--- src/design/gehm_pkg.sv ---
package gehm_pkg;

    localparam int NODE_W  = 12;
    localparam int SIZE_W  = 31;
    localparam int SCORE_W = 32;
    localparam int LIMIT_W = 13;
    localparam int CAP_W   = 31;
    localparam int ACC_W   = 13;
    localparam int REJ_W   = 40;

    localparam int IN_USER_W  = 2;
    localparam int IN_DATA_W  = 88;
    localparam int OUT_USER_W = 3;
    localparam int OUT_DATA_W = 72;

    localparam int APB_AW = 3;
    localparam int APB_DW = 32;

    // register select is paddr[2]
    localparam logic REG_PAIR_LIMIT = 1'b0;
    localparam logic REG_SIZE_CAP   = 1'b1;

    typedef enum logic [1:0] {
        MODE_START = 2'd0,
        MODE_LOAD  = 2'd1,
        MODE_CAND  = 2'd2,
        MODE_READ  = 2'd3
    } t_mode;

    typedef enum logic [2:0] {
        OC_ACCEPTED    = 3'd0,
        OC_SIZE_REJECT = 3'd1,
        OC_MATCHED     = 3'd2,
        OC_LIMIT       = 3'd3,
        OC_INVALID     = 3'd4,
        OC_READ_DONE   = 3'd5,
        OC_LOADED      = 3'd6
    } t_outcome;

    typedef enum logic [2:0] {
        ST_CLEAR,
        ST_IDLE,
        ST_RD_B,
        ST_EVAL,
        ST_WR_B,
        ST_READ,
        ST_DONE
    } t_state;

    typedef struct packed {
        logic [LIMIT_W-1:0] pair_limit;
        logic [CAP_W-1:0]   size_cap;
    } t_cfg;

    typedef struct packed {
        t_outcome            outcome;
        logic [NODE_W-1:0]   partner;
        logic [ACC_W-1:0]    accepted;
        logic [REJ_W-1:0]    rejects;
    } t_result;

    typedef struct packed {
        logic clearing;
        logic flag_we;
    } t_core_stat;

endpackage

--- src/design/gehm_regs.sv ---
module gehm_regs
    import gehm_pkg::*;
(
    input  logic              i_clk,
    input  logic              i_rst_n,
    input  logic              psel,
    input  logic              penable,
    input  logic              pwrite,
    input  logic [APB_AW-1:0] paddr,
    input  logic [APB_DW-1:0] pwdata,
    output logic [APB_DW-1:0] prdata,
    output logic              pready,
    output t_cfg              o_cfg
);

    logic [LIMIT_W-1:0] r_pair_limit;
    logic [CAP_W-1:0]   r_size_cap;
    logic               wr_en;

    assign pready = 1'b1;
    assign wr_en  = psel && penable && pwrite;

    always_ff @(posedge i_clk) begin
        if (!i_rst_n) begin
            r_pair_limit <= '0;
            r_size_cap   <= CAP_W'(2);
        end else if (wr_en) begin
            case (paddr[2])
                REG_PAIR_LIMIT: r_pair_limit <= pwdata[LIMIT_W-1:0];
                REG_SIZE_CAP:   r_size_cap   <= pwdata[CAP_W-1:0];
                default: ;
            endcase
        end
    end

    always_comb begin
        case (paddr[2])
            REG_PAIR_LIMIT: prdata = APB_DW'(r_pair_limit);
            REG_SIZE_CAP:   prdata = APB_DW'(r_size_cap);
            default:        prdata = '0;
        endcase
    end

    assign o_cfg.pair_limit = r_pair_limit;
    assign o_cfg.size_cap   = r_size_cap;

endmodule

--- config.mk ---
export PLATFORM = sky130hd
export DESIGN_NAME = gehm_regs
export DESIGN_NICKNAME = d
export VERILOG_FILES = /design/src/design/gehm_pkg.sv /design/src/design/gehm_regs.sv
export SDC_FILE = /design/constraint.sdc
export NUM_CORES = 1
export LEC_CHECK = 0
export ABC_AREA = 1
export BUFFER_PORTS_ARGS = -buffer_cell sky130_fd_sc_hd__buf_4
export CORE_AREA = 2 2 71 73
export DETAILED_ROUTE_END_ITERATION = 16
export DIE_AREA = 0 0 73 75
export PLACE_DENSITY = 0.93
export SETUP_SLACK_MARGIN = 0.2
export SLEW_MARGIN = 10
export SYNTH_ARGS = -nofsm -noshare
export SYNTH_HDL_FRONTEND = slang
export SYNTH_SLANG_ARGS = --single-unit
--- constraint.sdc ---
create_clock -name i_clk -period 1.5 [get_ports i_clk]
set_input_delay 0.075 -clock i_clk [delete_from_list [all_inputs] [get_ports i_clk]]
set_output_delay 0.075 -clock i_clk [all_outputs]
set_load 0.01 [all_outputs]
==> key figures <==
Die
  • Io pins: 117
  • DIE WIDTH: 73 microns
  • Num rows: 25
  • Die H: 75 microns
  • Die area: 5480 sq um
  • Initial Util: 48.0%
  • CORE AREA: 4660 sq um

Power
  • VDD IR-drop max: 0.620 mV
  • P per Cell Area: 815 nW/um^2
  • Static Leak: 1.81 nW

Route
  • Post-DR vias/cell: 4.67
  • Post-route ant nets: 0
  • Met3 wire length: 322 microns
  • DR WL/cell: 10.6 microns
  • Routed met2 length: 2.70 mm
  • Uppermost layer routed: met4
  • Routed wire length: 5.40 mm
  • Detailed Routing Iterations Pass 1: 4
  • # DRC: 0
  • Vias after detailed routing: 2381
  • DRC violation total after the first TritonRoute iteration: 101
  • Met1 Wirelength: 2.35 mm

STA
  • Unrepaired setup endpoints after global routing: false
  • Hold Violations, Final: 0
  • Worst clock skew: 0 ns
  • Min Clock Period, post-route: 1.03 ns
  • Post-route setup slack: 0.472 ns
  • Period Utilization, post-route: 68.5%
  • Fmax: 973 MHz
  • Max-slew violations: 0
  • Final-report setup violation count: 0
  • Setup TNS: 0 ns

Synthesis
  • Mux cell area share after synthesis: 0%
  • Combinational family with the most area after synthesis: simple AND/OR/NAND/NOR gates
  • Post-synthesis compound-gate area fraction: 0.224%
  • Xor-xnor portion of the synthesized cell area: 0%
  • Synth area leader: dfxtp_1
  • Post-synthesis sequential area ratio: 39.4%
  • Mapped Area: 2240 sq um
  • Adder-Cell Fraction of Synth Area: 0%
  • Syn Area/Cell: 6.25 sq um
  • Synth area leaders: dfxtp_1, nand2_1, nor2_1, nand3_1, inv_1
  • Ys Warns: 0
  • Area share of the largest cell type after synthesis: 39.4%
  • Mapped Cells: 358
  • Syn Nets: 398
  • Yosys reg bits: 44
  • Synth unique cells: 16
  • Simple-gate portion of the synthesized area: 43.7%

Clock tree
  • CTS Root Cell: clkbuf_8
  • CTS Hold Bufs: 0
  • Post_cts resized: 0
  • TritonCTS buffer count: 5
  • Clock transition at path regs: 0.08 ns
  • Clock Sinks: 44
  • TritonCTS clock tree: built
  • Setup repair bufs after CTS: 0
  • H-tree levels: 2
  • Worst skew pair latency: 0.28 ns
  • Bufs on Longest Clock Path: 2

Global route
  • Vias in the first global route: 2095
  • GRT Util Overall: 19.5%
  • Pin count of the biggest net entering global routing: 45
  • Grt total ovfl: 0
  • First-pass GRT wire length: 8.51 mm
  • Initial antenna violation count: 0

Setup path
  • Crit path kind: in2reg
  • Critical path launch point type: input pin
  • Crit path max fanout: 31
  • Endpoint class of the critical path: flop
  • FF-to-FF path depth: 2
  • WP data arrival: 1.24 ns
  • CP required: 1.72 ns

Final layout
  • Final nets: 495
  • Area Overhead vs Synth: 39.0%
  • Post-route insts no fill: 510
  • N_diodes: 0
  • Layout cells sized above 1: 27.6%

Status
  • Result of the run: finished clean

Placement
  • I/O Buffers: 111
  • GP Congestion: 0.762
  • Dpl ws: 0.178 ns
  • Detailed Place HPWL: 3.85 mm
  • Placed insts: 502

Hold path
  • Worst Hold Class: in2reg
  • Hold Path Stages: 3

Flow run
  • Max Cap Viol: 0
logic make-up after synthesis:
logic type	Yosys count
AOI/OAI and AO/OA	1
buffers and inverters	75
DFF	44
other	2
and+or+nand+nor	236
cell type report:
class                   instances  area [sq um]
clock inverters                 2          35.0
multi-input cells             239           991
well taps                      54          67.6
repair buffers                114           868
fillers                       397          1550
flip-flops and latches         44           881
inverters                      51           194
clock buffers                   6          72.6
state kept, by name, summed over array words and instances, names as in the netlist:
register	flops
r_size_cap	31
r_pair_limit	13
per-layer routing:
metal / up-vias / track usage (%)
met2: 82 / 36.7
met1: 1060 / 22.0
met3: 2 / 3.61
met4: 0 / 6.58
met5: - / 0
li1: 1237 / -
report_power, final:
part	switching (W)	total (W)	internal [W]
Clock	0.000370	0.000864	0.000494
Combinational	0.000226	0.000430	0.000203
Sequential	0.0000312	0.00124	0.00121
Total	0.000627	0.00253	0.00191
critical path, cell delays in order:
cell    delay, ns
buf_4        0.29
inv_4        0.21
nor2_8       0.43
nor2_1       0.08
nor2_1       0.13
metrics by stage:
step	util, %	total power, W	cell area (sq um)	hold slack [ns]
5_1_grt	66.7	0.00266	3110	0.0446
3_3_place_gp	64.4	0.00168	3000	0.298
6_report	66.7	0.00253	3110	0.0214
2_1_floorplan	-	0.00151	2240	0.201
4_1_cts	66.7	0.00256	3110	0.0145
3_5_place_dp	64.4	0.00170	3000	0.312
synthesized netlist by cell type:
cell and instances:
inv_4 1, conb_1 2, dfxtp_1 44, buf_6 8
buf_2 8, nand3_2 1, o21ai_0 1, nor2_1 86
nor2_4 2, clkbuf_1 2, nand3_1 44, buf_1 3
nor2_8 1, buf_4 3, inv_1 50, nand2_1 102
worst paths after layout:
kind,startpoint,end,slack [ns]
hold / removal,pwdata[1],r_size_cap[1],0.02
setup / recovery,paddr[2],r_size_cap[12],0.47
setup reg to reg,r_size_cap[12],r_size_cap[12],0.88
hold reg to reg,r_size_cap[11],r_size_cap[11],0.50
placed cells by master (no fill, tap or decap), drive strengths merged:
cell	netlist	routed
nand3	45	45
clkinv	0	1
nor2	89	89
clkbuf	2	6
bufinv	0	1
conb	2	2
dfxtp	44	44
buf	22	114
nand2	102	102
o21ai	1	1
inv	51	51
Note: power is estimated with default switching activity, not from simulation.
